===== src/hdl/wmvs_pkg.sv =====
`timescale 1ns / 1ps

package wmvs_pkg;

    // width of the byte position and the type section end, saturating
    localparam int POSITION_BITS = 32;
    localparam logic [POSITION_BITS-1:0] POS_MAX = {POSITION_BITS{1'b1}};
    // width of a position plus a 32-bit leb value, with a carry bit
    localparam int SUM_BITS = ((POSITION_BITS > 32) ? POSITION_BITS : 32) + 1;

    localparam int HEADER_LEN = 8;
    localparam logic [2:0] LEB_MAX_GROUPS = 3'd5;

    localparam logic [7:0] TYPE_SECTION_ID = 8'h01;
    localparam logic [7:0] FUNC_FORM = 8'h60;

    // magic 00 61 73 6d, version 01 00 00 00
    function automatic logic [7:0] header_byte(input logic [2:0] idx);
        logic [7:0] b;
        case (idx)
            3'd0:    b = 8'h00;
            3'd1:    b = 8'h61;
            3'd2:    b = 8'h73;
            3'd3:    b = 8'h6D;
            3'd4:    b = 8'h01;
            default: b = 8'h00;
        endcase
        return b;
    endfunction

endpackage


===== src/hdl/wmvs_in_if.sv =====
`timescale 1ns / 1ps

interface wmvs_in_if;
    logic       valid;
    logic       ready;
    logic [7:0] data_byte;
    logic       last_byte;

    modport source (output valid, output data_byte, output last_byte, input ready);
    modport sink (input valid, input data_byte, input last_byte, output ready);
endinterface


===== src/hdl/wmvs_out_if.sv =====
`timescale 1ns / 1ps

interface wmvs_out_if;
    logic valid;
    logic ready;
    logic supports_multi_value;

    modport source (output valid, output supports_multi_value, input ready);
    modport sink (input valid, input supports_multi_value, output ready);
endinterface


===== src/hdl/wasm_multi_value_type_scanner_unit.sv =====
`timescale 1ns / 1ps

// webassembly type section scanner: flags binaries that declare a function
// type with more than one result
//
// byte_in: one beat per binary byte, last_byte set on the final byte
// verdict_out: one beat per binary, sent after its final byte
//
// throughput: one byte per cycle while byte_in is ready; each beat updates the phase register and
// counters at the clock edge that accepts it
// latency: the verdict is valid the cycle after the final byte is accepted
//
// the verdict sits in an output register; byte_in stays ready while that
// register is empty or being drained, so only a held verdict that the
// receiver does not take stalls the byte stream
//
// reset clears all parse state and the output register; after every final
// byte the parse state returns to its reset values, so the next beat starts
// a new binary

module wasm_multi_value_type_scanner_unit (
    input  logic        clk,
    input  logic        rst_n,
    wmvs_in_if.sink     byte_in,
    wmvs_out_if.source  verdict_out
);
    import wmvs_pkg::*;

    typedef enum logic [3:0] {
        PH_HDR,
        PH_ID,
        PH_SKSIZE,
        PH_SKIP,
        PH_TSIZE,
        PH_TCOUNT,
        PH_ENTRY,
        PH_PARAM,
        PH_PSKIP,
        PH_RESULT,
        PH_RSKIP
    } phase_t;

    localparam int PW = POSITION_BITS;

    // parse state
    logic [PW-1:0] pos_reg, pos_next;
    phase_t        phase_reg, phase_next;
    logic [31:0]   leb_val_reg, leb_val_next;
    logic [2:0]    leb_grp_reg, leb_grp_next;
    logic [31:0]   skip_reg, skip_next;
    logic [PW-1:0] tend_reg, tend_next;
    logic [31:0]   seen_reg, seen_next;
    logic [31:0]   total_reg, total_next;
    logic          found_reg, found_next;
    logic          fin_reg, fin_next;
    logic          bad_reg, bad_next;

    // output register
    logic out_valid_reg;
    logic out_bit_reg;

    logic          accept;
    logic [7:0]    b;
    logic          cont;
    logic [31:0]   leb_part;
    logic [31:0]   leb_acc;
    logic [2:0]    leb_grp_inc;
    logic [SUM_BITS-1:0] raw_sum;
    logic [PW-1:0] leb_sum;
    logic [31:0]   skip_dec;
    logic [31:0]   seen_inc;
    logic          in_sec;
    logic          verdict;

    assign byte_in.ready = !out_valid_reg || verdict_out.ready;
    assign accept        = byte_in.valid && byte_in.ready;
    assign b             = byte_in.data_byte;
    assign cont          = b[7];

    assign verdict_out.valid                = out_valid_reg;
    assign verdict_out.supports_multi_value = out_bit_reg;

    // leb128 group placement, groups after the fifth are dropped
    always_comb
    begin
        case (leb_grp_reg)
            3'd0:    leb_part = {25'd0, b[6:0]};
            3'd1:    leb_part = {18'd0, b[6:0], 7'd0};
            3'd2:    leb_part = {11'd0, b[6:0], 14'd0};
            3'd3:    leb_part = {4'd0, b[6:0], 21'd0};
            3'd4:    leb_part = {b[3:0], 28'd0};
            default: leb_part = 32'd0;
        endcase
    end

    assign leb_acc     = leb_val_reg | leb_part;
    assign leb_grp_inc = (leb_grp_reg < LEB_MAX_GROUPS) ? leb_grp_reg + 3'd1 : leb_grp_reg;

    // saturating position of the byte after this one
    assign pos_next = (pos_reg == POS_MAX) ? pos_reg : pos_reg + {{(PW-1){1'b0}}, 1'b1};
    assign in_sec   = pos_next < tend_reg;

    // saturating next position plus the leb value just completed
    assign raw_sum = SUM_BITS'(pos_next) + SUM_BITS'(leb_acc);
    assign leb_sum = (raw_sum > SUM_BITS'(POS_MAX)) ? POS_MAX : raw_sum[PW-1:0];

    assign skip_dec = (skip_reg != 32'd0) ? skip_reg - 32'd1 : 32'd0;
    assign seen_inc = seen_reg + 32'd1;

    always_comb
    begin
        phase_next   = phase_reg;
        leb_val_next = leb_val_reg;
        leb_grp_next = leb_grp_reg;
        skip_next    = skip_reg;
        tend_next    = tend_reg;
        seen_next    = seen_reg;
        total_next   = total_reg;
        found_next   = found_reg;
        fin_next     = fin_reg;
        bad_next     = bad_reg;

        if (!fin_reg && !bad_reg)
        begin
            case (phase_reg)
                PH_HDR:
                begin
                    if (pos_reg < PW'(HEADER_LEN))
                    begin
                        if (b != header_byte(pos_reg[2:0]))
                            bad_next = 1'b1;
                        if (pos_reg == PW'(HEADER_LEN - 1))
                            phase_next = PH_ID;
                    end
                    else
                        phase_next = PH_ID;
                end
                PH_ID:
                begin
                    phase_next = (b == TYPE_SECTION_ID) ? PH_TSIZE : PH_SKSIZE;
                end
                PH_SKSIZE:
                begin
                    leb_val_next = leb_acc;
                    leb_grp_next = leb_grp_inc;
                    if (!cont)
                    begin
                        leb_val_next = 32'd0;
                        leb_grp_next = 3'd0;
                        if (leb_acc == 32'd0)
                            phase_next = PH_ID;
                        else
                        begin
                            skip_next  = leb_acc;
                            phase_next = PH_SKIP;
                        end
                    end
                end
                PH_SKIP:
                begin
                    skip_next = skip_dec;
                    if (skip_dec == 32'd0)
                        phase_next = PH_ID;
                end
                PH_TSIZE:
                begin
                    leb_val_next = leb_acc;
                    leb_grp_next = leb_grp_inc;
                    if (!cont)
                    begin
                        leb_val_next = 32'd0;
                        leb_grp_next = 3'd0;
                        tend_next    = leb_sum;
                        if (pos_next >= leb_sum)
                            fin_next = 1'b1;
                        else
                            phase_next = PH_TCOUNT;
                    end
                end
                PH_TCOUNT:
                begin
                    leb_val_next = leb_acc;
                    leb_grp_next = leb_grp_inc;
                    if (!(cont && in_sec))
                    begin
                        leb_val_next = 32'd0;
                        leb_grp_next = 3'd0;
                        total_next   = leb_acc;
                        seen_next    = 32'd0;
                        if (leb_acc != 32'd0 && in_sec)
                            phase_next = PH_ENTRY;
                        else
                            fin_next = 1'b1;
                    end
                end
                PH_ENTRY:
                begin
                    seen_next = seen_inc;
                    if (b != FUNC_FORM)
                    begin
                        // unknown form byte counts as an entry of its own
                        if (!(seen_inc < total_reg && in_sec))
                            fin_next = 1'b1;
                    end
                    else if (!in_sec)
                        fin_next = 1'b1;
                    else
                        phase_next = PH_PARAM;
                end
                PH_PARAM:
                begin
                    leb_val_next = leb_acc;
                    leb_grp_next = leb_grp_inc;
                    if (!(cont && in_sec))
                    begin
                        leb_val_next = 32'd0;
                        leb_grp_next = 3'd0;
                        if (leb_acc == 32'd0)
                        begin
                            if (in_sec)
                                phase_next = PH_RESULT;
                            else
                                fin_next = 1'b1;
                        end
                        else if (leb_sum >= tend_reg)
                            fin_next = 1'b1;
                        else
                        begin
                            skip_next  = leb_acc;
                            phase_next = PH_PSKIP;
                        end
                    end
                end
                PH_PSKIP:
                begin
                    skip_next = skip_dec;
                    if (skip_dec == 32'd0)
                        phase_next = PH_RESULT;
                end
                PH_RESULT:
                begin
                    leb_val_next = leb_acc;
                    leb_grp_next = leb_grp_inc;
                    if (!(cont && in_sec))
                    begin
                        leb_val_next = 32'd0;
                        leb_grp_next = 3'd0;
                        if (leb_acc > 32'd1)
                        begin
                            found_next = 1'b1;
                            fin_next   = 1'b1;
                        end
                        else if (leb_acc == 32'd0)
                        begin
                            if (seen_reg < total_reg && in_sec)
                                phase_next = PH_ENTRY;
                            else
                                fin_next = 1'b1;
                        end
                        else if (leb_sum >= tend_reg || seen_reg >= total_reg)
                            fin_next = 1'b1;
                        else
                        begin
                            skip_next  = leb_acc;
                            phase_next = PH_RSKIP;
                        end
                    end
                end
                PH_RSKIP:
                begin
                    skip_next = skip_dec;
                    if (skip_dec == 32'd0)
                        phase_next = PH_ENTRY;
                end
                default:
                begin
                    fin_next = 1'b1;
                end
            endcase
        end
    end

    // verdict uses the state as updated by the final byte
    assign verdict = !bad_next && (pos_reg >= PW'(HEADER_LEN - 1)) && found_next
                     && (tend_next <= pos_next);

    always_ff @(posedge clk or negedge rst_n)
    begin
        if (!rst_n)
        begin
            pos_reg       <= '0;
            phase_reg     <= PH_HDR;
            leb_val_reg   <= '0;
            leb_grp_reg   <= '0;
            skip_reg      <= '0;
            tend_reg      <= '0;
            seen_reg      <= '0;
            total_reg     <= '0;
            found_reg     <= 1'b0;
            fin_reg       <= 1'b0;
            bad_reg       <= 1'b0;
            out_valid_reg <= 1'b0;
            out_bit_reg   <= 1'b0;
        end
        else
        begin
            if (verdict_out.ready)
                out_valid_reg <= 1'b0;

            if (accept)
            begin
                if (byte_in.last_byte)
                begin
                    // final byte: emit verdict and start over
                    out_valid_reg <= 1'b1;
                    out_bit_reg   <= verdict;
                    pos_reg       <= '0;
                    phase_reg     <= PH_HDR;
                    leb_val_reg   <= '0;
                    leb_grp_reg   <= '0;
                    skip_reg      <= '0;
                    tend_reg      <= '0;
                    seen_reg      <= '0;
                    total_reg     <= '0;
                    found_reg     <= 1'b0;
                    fin_reg       <= 1'b0;
                    bad_reg       <= 1'b0;
                end
                else
                begin
                    pos_reg     <= pos_next;
                    phase_reg   <= phase_next;
                    leb_val_reg <= leb_val_next;
                    leb_grp_reg <= leb_grp_next;
                    skip_reg    <= skip_next;
                    tend_reg    <= tend_next;
                    seen_reg    <= seen_next;
                    total_reg   <= total_next;
                    found_reg   <= found_next;
                    fin_reg     <= fin_next;
                    bad_reg     <= bad_next;
                end
            end
        end
    end

endmodule


===== src/flat_wrapper.sv =====
// flat-port wrapper written by rule: the top's interface ports become plain ports
module wasm_multi_value_type_scanner_unit_flat import wmvs_pkg::*;
  (clk, rst_n, byte_in_valid, byte_in_data_byte, byte_in_last_byte, byte_in_ready, verdict_out_valid, verdict_out_supports_multi_value, verdict_out_ready);
  wmvs_in_if byte_in_i ();
  wmvs_out_if verdict_out_i ();
  input  logic clk;
  input  logic rst_n;
  input wire logic [$bits(byte_in_i.valid)-1:0] byte_in_valid;
  input wire logic [$bits(byte_in_i.data_byte)-1:0] byte_in_data_byte;
  input wire logic [$bits(byte_in_i.last_byte)-1:0] byte_in_last_byte;
  output wire logic [$bits(byte_in_i.ready)-1:0] byte_in_ready;
  output wire logic [$bits(verdict_out_i.valid)-1:0] verdict_out_valid;
  output wire logic [$bits(verdict_out_i.supports_multi_value)-1:0] verdict_out_supports_multi_value;
  input wire logic [$bits(verdict_out_i.ready)-1:0] verdict_out_ready;
  assign byte_in_i.valid = byte_in_valid;
  assign byte_in_i.data_byte = byte_in_data_byte;
  assign byte_in_i.last_byte = byte_in_last_byte;
  assign byte_in_ready = byte_in_i.ready;
  assign verdict_out_valid = verdict_out_i.valid;
  assign verdict_out_supports_multi_value = verdict_out_i.supports_multi_value;
  assign verdict_out_i.ready = verdict_out_ready;
  wasm_multi_value_type_scanner_unit u_core (.clk(clk), .rst_n(rst_n), .byte_in(byte_in_i), .verdict_out(verdict_out_i));
endmodule

===== config.mk =====
export PLATFORM = sky130hd
export DESIGN_NAME = wasm_multi_value_type_scanner_unit_flat
export DESIGN_NICKNAME = d
export VERILOG_FILES = /design/src/hdl/wmvs_pkg.sv /design/src/hdl/wmvs_in_if.sv /design/src/hdl/wmvs_out_if.sv /design/src/hdl/wasm_multi_value_type_scanner_unit.sv /design/src/flat_wrapper.sv
export SDC_FILE = /design/constraint.sdc
export NUM_CORES = 1
export LEC_CHECK = 0
export BUFFER_PORTS_ARGS = -buffer_cell sky130_fd_sc_hd__buf_2
export CAP_MARGIN = 20
export CORE_MARGIN = 1
export CORE_UTILIZATION = 60
export CTS_CLUSTER_DIAMETER = 120
export DETAILED_ROUTE_END_ITERATION = 10
export MAX_ROUTING_LAYER = met4
export PLACE_DENSITY = 0.77
export SLEW_MARGIN = 20
export SYNTH_ARGS = -nofsm -noshare
export SYNTH_HDL_FRONTEND = slang
export SYNTH_SLANG_ARGS = --single-unit

===== constraint.sdc =====
create_clock -name clk -period 14.8 [get_ports clk]
set_clock_uncertainty 0.15 [all_clocks]
set_input_delay 0.74 -clock clk [delete_from_list [all_inputs] [get_ports clk]]
set_output_delay 0.74 -clock clk [all_outputs]
set_load 0.02 [all_outputs]

# [After elaboration in Yosys (flattened, before gate mapping)]
# Cells that the tools add are included.
[word_totals] register_bits=204 inputBits=13 out_inout_bits=3
[classes] addsub=5 order_cmp=12 eq_ne=54 muxes=101 bitwise=1 reduce_logical=38
[op_table] operator="32-bit two-way mux" n=30
[op_table] operator="32-bit case mux with 5 select lines" n=1
[op_table] operator="32-bit case mux with 2 select lines" n=2
[op_table] operator="32-bit case mux with 4 select lines" n=1
[op_table] operator="32-bit >= comparator" n=3
[op_table] operator="32-bit less-than comparator" n=3
[op_table] operator="4-bit two-way mux" n=23
[op_table] operator="32-bit by 1-bit adder with 32-bit output (second input constant)" n=2
[op_table] operator="32-bit logical NOT" n=2
[op_table] operator="32-bit nonzero test" n=2
[op_table] operator="4-bit case mux with 11 select lines" n=1
[op_table] operator="3-bit != test (second input constant)" n=14
[op_table] operator="32-bit by 32-bit adder with 33-bit output" n=1
[op_table] operator="33-bit by 32-bit greater-than comparator with 1-bit output (second input constant)" n=1
[op_table] operator="32-bit by 3-bit == test with 1-bit output (second input constant)" n=1
[op_table] operator="32-bit == test (second input constant)" n=1
[op_table] operator="32-bit by 3-bit >= comparator with 1-bit output (second input constant)" n=1
[op_table] operator="32-bit by 1-bit greater-than comparator with 1-bit output (second input constant)" n=1
[op_table] operator="32-bit less-or-equal comparator" n=1
[op_table] operator="32-bit by 4-bit less-than comparator with 1-bit output (second input constant)" n=1
[op_table] operator="32-bit bitwise OR" n=1
[op_table] operator="32-bit by 1-bit subtractor with 32-bit output (second input constant)" n=1
[op_table] operator="1-bit two-way mux" n=30
[op_table] operator="7-bit case mux with 4 select lines" n=1
[op_table] operator="other kinds (43)" n=86

# [Longest topological paths before layout]
[logic_depth] ltp_word=15 ltp_mapped=35 ltp_nobuf=30

# [Worst setup path before layout]
# Ideal clock, no wire load.
[synth_timing] path_type="reg-to-reg" startpoint="register u_core.pos_reg[0]" endpoint="register u_core.skip_reg[16]" arrival_time_ns=6.669 t_required_ns=14.515 path_slack_ns=7.847 stages_incl_launch_ff=34 period_less_slack_ns=6.953 cell_sequence="dfrtp_1 > ha_1 > and4_1 > nand4_1 > o31ai_1 > nor2_1 > nand3_1 > nor2_1 > nand2_1 > xor2_1 > inv_1 > ha_1 > clkbuf_1 > and2_1 > and3_1 > a221o_1 > a211oi_1 > o31a_1 > clkbuf_1 > o21a_1 > inv_1 > ha_1 > nand4_1 > a2111oi_0 > a221oi_1 > o211ai_1 > a31o_2 > o21a_1 > a2111o_1 > buf_2 > buf_2 > buf_1 > nand2_1 > o31ai_1"
[synth_via] elab_chain_cells=9 elab_cells_between_ends=15 cone_classes="add/sub: 2; order compare: 3; eq/ne: 5; mux: 2; reduce/logical: 3"
[synth_lines] element="start: declaration" line="wasm_multi_value_type_scanner_unit.sv:46" text="logic [PW-1:0] pos_reg, pos_next;"
[synth_lines] element="start signal: assignment" line="wasm_multi_value_type_scanner_unit.sv:331" text="pos_reg <= pos_next;"
[synth_lines] element="32-bit by 1-bit adder with 32-bit output or 32-bit == test (tied branches)" line="wasm_multi_value_type_scanner_unit.sv:100" text="assign pos_next = (pos_reg == POS_MAX) ? pos_reg : pos_reg + {{(PW-1){1'b0}}, 1'b1};"
[synth_lines] element="32-bit two-way mux *" line="wasm_multi_value_type_scanner_unit.sv:100"
[synth_lines] element="32-bit by 32-bit adder with 33-bit output" line="wasm_multi_value_type_scanner_unit.sv:104" text="assign raw_sum = SUM_BITS'(pos_next) + SUM_BITS'(leb_acc);"
[synth_lines] element="33-bit by 32-bit greater-than comparator with 1-bit output" line="wasm_multi_value_type_scanner_unit.sv:105" text="assign leb_sum = (raw_sum > SUM_BITS'(POS_MAX)) ? POS_MAX : raw_sum[PW-1:0];"
[synth_lines] element="32-bit two-way mux" line="wasm_multi_value_type_scanner_unit.sv:105"
[synth_lines] element="32-bit >= comparator" line="wasm_multi_value_type_scanner_unit.sv:225, wasm_multi_value_type_scanner_unit.sv:260"
[synth_lines] element="1-bit logical OR" line="wasm_multi_value_type_scanner_unit.sv:260" text="else if (leb_sum >= tend_reg || seen_reg >= total_reg)"
[synth_lines] element="3-bit != test (no source line)"
[synth_lines] element="12-bit AND reduction (no source line) *"
[synth_lines] element="end signal: assignment" line="wasm_multi_value_type_scanner_unit.sv:335" text="skip_reg <= skip_next;"
[synth_lines] element="end: declaration" line="wasm_multi_value_type_scanner_unit.sv:50" text="logic [31:0] skip_reg, skip_next;"
# Every way passes the cells marked *; elsewhere a longest branch is shown, timed or not.
# A chain may end at the register's enable or synchronous reset.

# [Worst setup path in the final report]
[layout_timing] startpoint="register u_core.pos_reg[0]" endpoint="register u_core.skip_reg[23]"
# Same word-level chain as after synthesis.

==> impl_metrics.toml <==
[synthesis]
synth.area.top_cells = "dfrtp_1 (27%), ha_1 (16%), o21ai_0 (6.2%), nand2_1 (4.8%), a21oi_1 (4.2%)"
yosys.area.top_type = "dfrtp_1"
netlist_area_um2 = 18750
synthSimpleGateAreaFrac = 0.2030
synth_top_family_by_area = "compound AO/OA/AOI/OAI gates"
yosys.area.top_type_share = 0.2722
synthArstFlopShare = 1.000
synth_xor_area_frac = 0.04437
ys_types = 84
synth-edff-count = 0
synth_cells = 2358
synth-seq-cells = 204
synth_fa_ha_area_frac = 0.1579
ys_seq_area_frac = 0.2722
synthMuxAreaShare = 0.02542
synth-compound-area-share = 0.2341
synth_fp_nets = 2607
syn-mean-instance-area_um2 = 7.953
synth_ff_type = "dfrtp_1"
yosysWarnings = 0

[timing]
slew_headroom = 0.2530
tightest_slew_ps = 1113
grt_setup_unrepaired = "false"
setup_violations = 0
fin_ws_ps = 5804
hold_viol_final = 6
min_period_ps = 8996
holdWs_ps = -10.28
maxSlewViolCount = 0
fmax_mhz = 111.2
setup_tns_ps = 0
period_share = 0.6078

[die]
placementRows = 64
coreArea_um2 = 30670
die-area_um2 = 31970
start_util = 0.6115
die_height_um = 178.8
ios = 16
die_w_um = 178.8

[setup_path]
worst_ep_arrival_time_ps = 9270
endpoint_kind = "flop"
max_stage_delay_ps = 780
slowest_stage = "a2111oi_0"
start_kind = "flop"
critPathKind = "reg -> reg"
worstPathRequired_ps = 15080
crit_buf_inv = 1
path_delay_family = "compound AO/OA/AOI/OAI gates"
cp_max_fo = 55

[routing]
drtPass1Iterations = 6
wl_um = 60440
wl_met3_um = 4717
drt-initial-drc-count = 1750
maxUsedRoutingLayer = "met4"
antenna_left = 0
detail_route.wl_per_cell_um = 22.11
wl_met1_um = 24520
via_per_inst = 6.624
route.met2.wl_um = 28270
drc_errors = 0
dr_total_vias = 18103

[clock_tree]
cts_tree = "done"
htree_levels = 1
clkTransAtPathRegs_ps = 70
clk_latency_ps = 550
cts_hold_buf = 0
cts_made_buffers = 25
cts_setup_buffers = 0
cts.sinks = 204
clockBufferDepth = 3
cts_resized = 0
cts-root-buf = "clkbuf_16"

[cells_and_area]
final_cell_area_um2 = 19990
area_growth_pct = 6.579
layout_common_cells = "nand2_1 (238), ha_1 (235), o21ai_0 (231)"
final_net_count = 2567
mostFrequentLayoutCell = "nand2_1"
antenna_cells = 0
drive_above_1_share = 0.06504

[hold_path]
hold_class = "in -> async"

[power_and_ir_drop]
power_leakage_uw = 0.009716
vdd_drop_max_mv = 0.09130
power.density_nw_per_um2 = 108.3

[global_routing]
grt_usage = 0.3917
grt_pass1_vias = 17256
antenna_found_initial = 0
grt_max_degree = 74
grt_pass1_wl_um = 94780
grt_overflow_total = 0

[place]
placed_cell_area_um2 = 19140
io_buffers = 15
dp_hpwl_um = 45770
dp_worst_setup_slack_ps = 6183
gp_congestion = 1.033

[status]
status = "finished with violations"
violations = "negative hold slack"

[flow_run]
cap_viol_max_count = 0
## through the flow
stage | hold slack (ps) | total power, uW | std cells | util
floorplan | 294.4 | 1256 | 2358 | -
global placement | 312.5 | 1480 | 2687 | 0.6241
detailed placement | 342.6 | 1502 | 2687 | 0.6241
CTS | 15.30 | 2148 | 2733 | 0.6517
global route | 34.04 | 2285 | 2733 | 0.6517
finish | -10.28 | 2165 | 2733 | 0.6517
## layer usage
metal / vias to the layer above / track usage
met2: 819 / 0.6306
met5: - / -
met4: 0 / 0.1840
li1: 8455 / -
met3: 171 / 0.06637
met1: 8658 / 0.4773
## power breakdown
group | switching [uW] | total [uW] | internal (uW)
combinational | 539 | 851 | 312
sequential | 61.6 | 670 | 608
clock | 272 | 644 | 372
total | 873 | 2160 | 1290
## cells by family (layout without fill, tap and decap cells)
family	Yosys count	count (layout)
xor gates and xnor gates	95	95
AOI/OAI and AO/OA	702	702
buffers and inverters	310	289
muxes	43	43
and+or+nand+nor	768	768
DFF	204	204
adders and majority gates	236	236
## cell usage after synthesis, types with 29 or more instances
cell type / number
and3_1: 29
xnor2_1: 52
o21ai_0: 231
nand2_1: 238
clkbuf_1: 96
ha_1: 235
nor3_1: 50
nor2_1: 155
nand4_1: 54
xor2_1: 43
a21oi_1: 156
a21o_1: 55
mux2_2: 33
nand3_1: 65
nand2b_1: 46
nor4_1: 35
dfrtp_1: 204
o31ai_1: 39
inv_1: 196
## path summary, 6_finish.rpt
kind	from	endpoint	slack, ps	cells past startpoint
setup / recovery	u_core.pos_reg[0]	u_core.skip_reg[23]	5800	26
hold / removal	rst_n	u_core.seen_reg[3]	-10	1
setup reg to reg	u_core.pos_reg[0]	u_core.skip_reg[23]	5800	26
hold reg to reg	u_core.total_reg[3]	u_core.total_reg[3]	350	1
max in group asynchronous	rst_n	u_core.pos_reg[27]	13110	2
min in group clk	byte_in_valid	u_core.verdict_out.valid	280	3
## area by class of cell
type	instances	area, um2
well taps	396	495.5
clock inverters	17	196.4
inverters	196	735.7
flip-flops and latches	204	5105
fillers	2660	10680
clock buffers	29	650.6
repair buffers	47	327.8
multi-input cells	1844	12480
(Power assumes the default switching activity.)
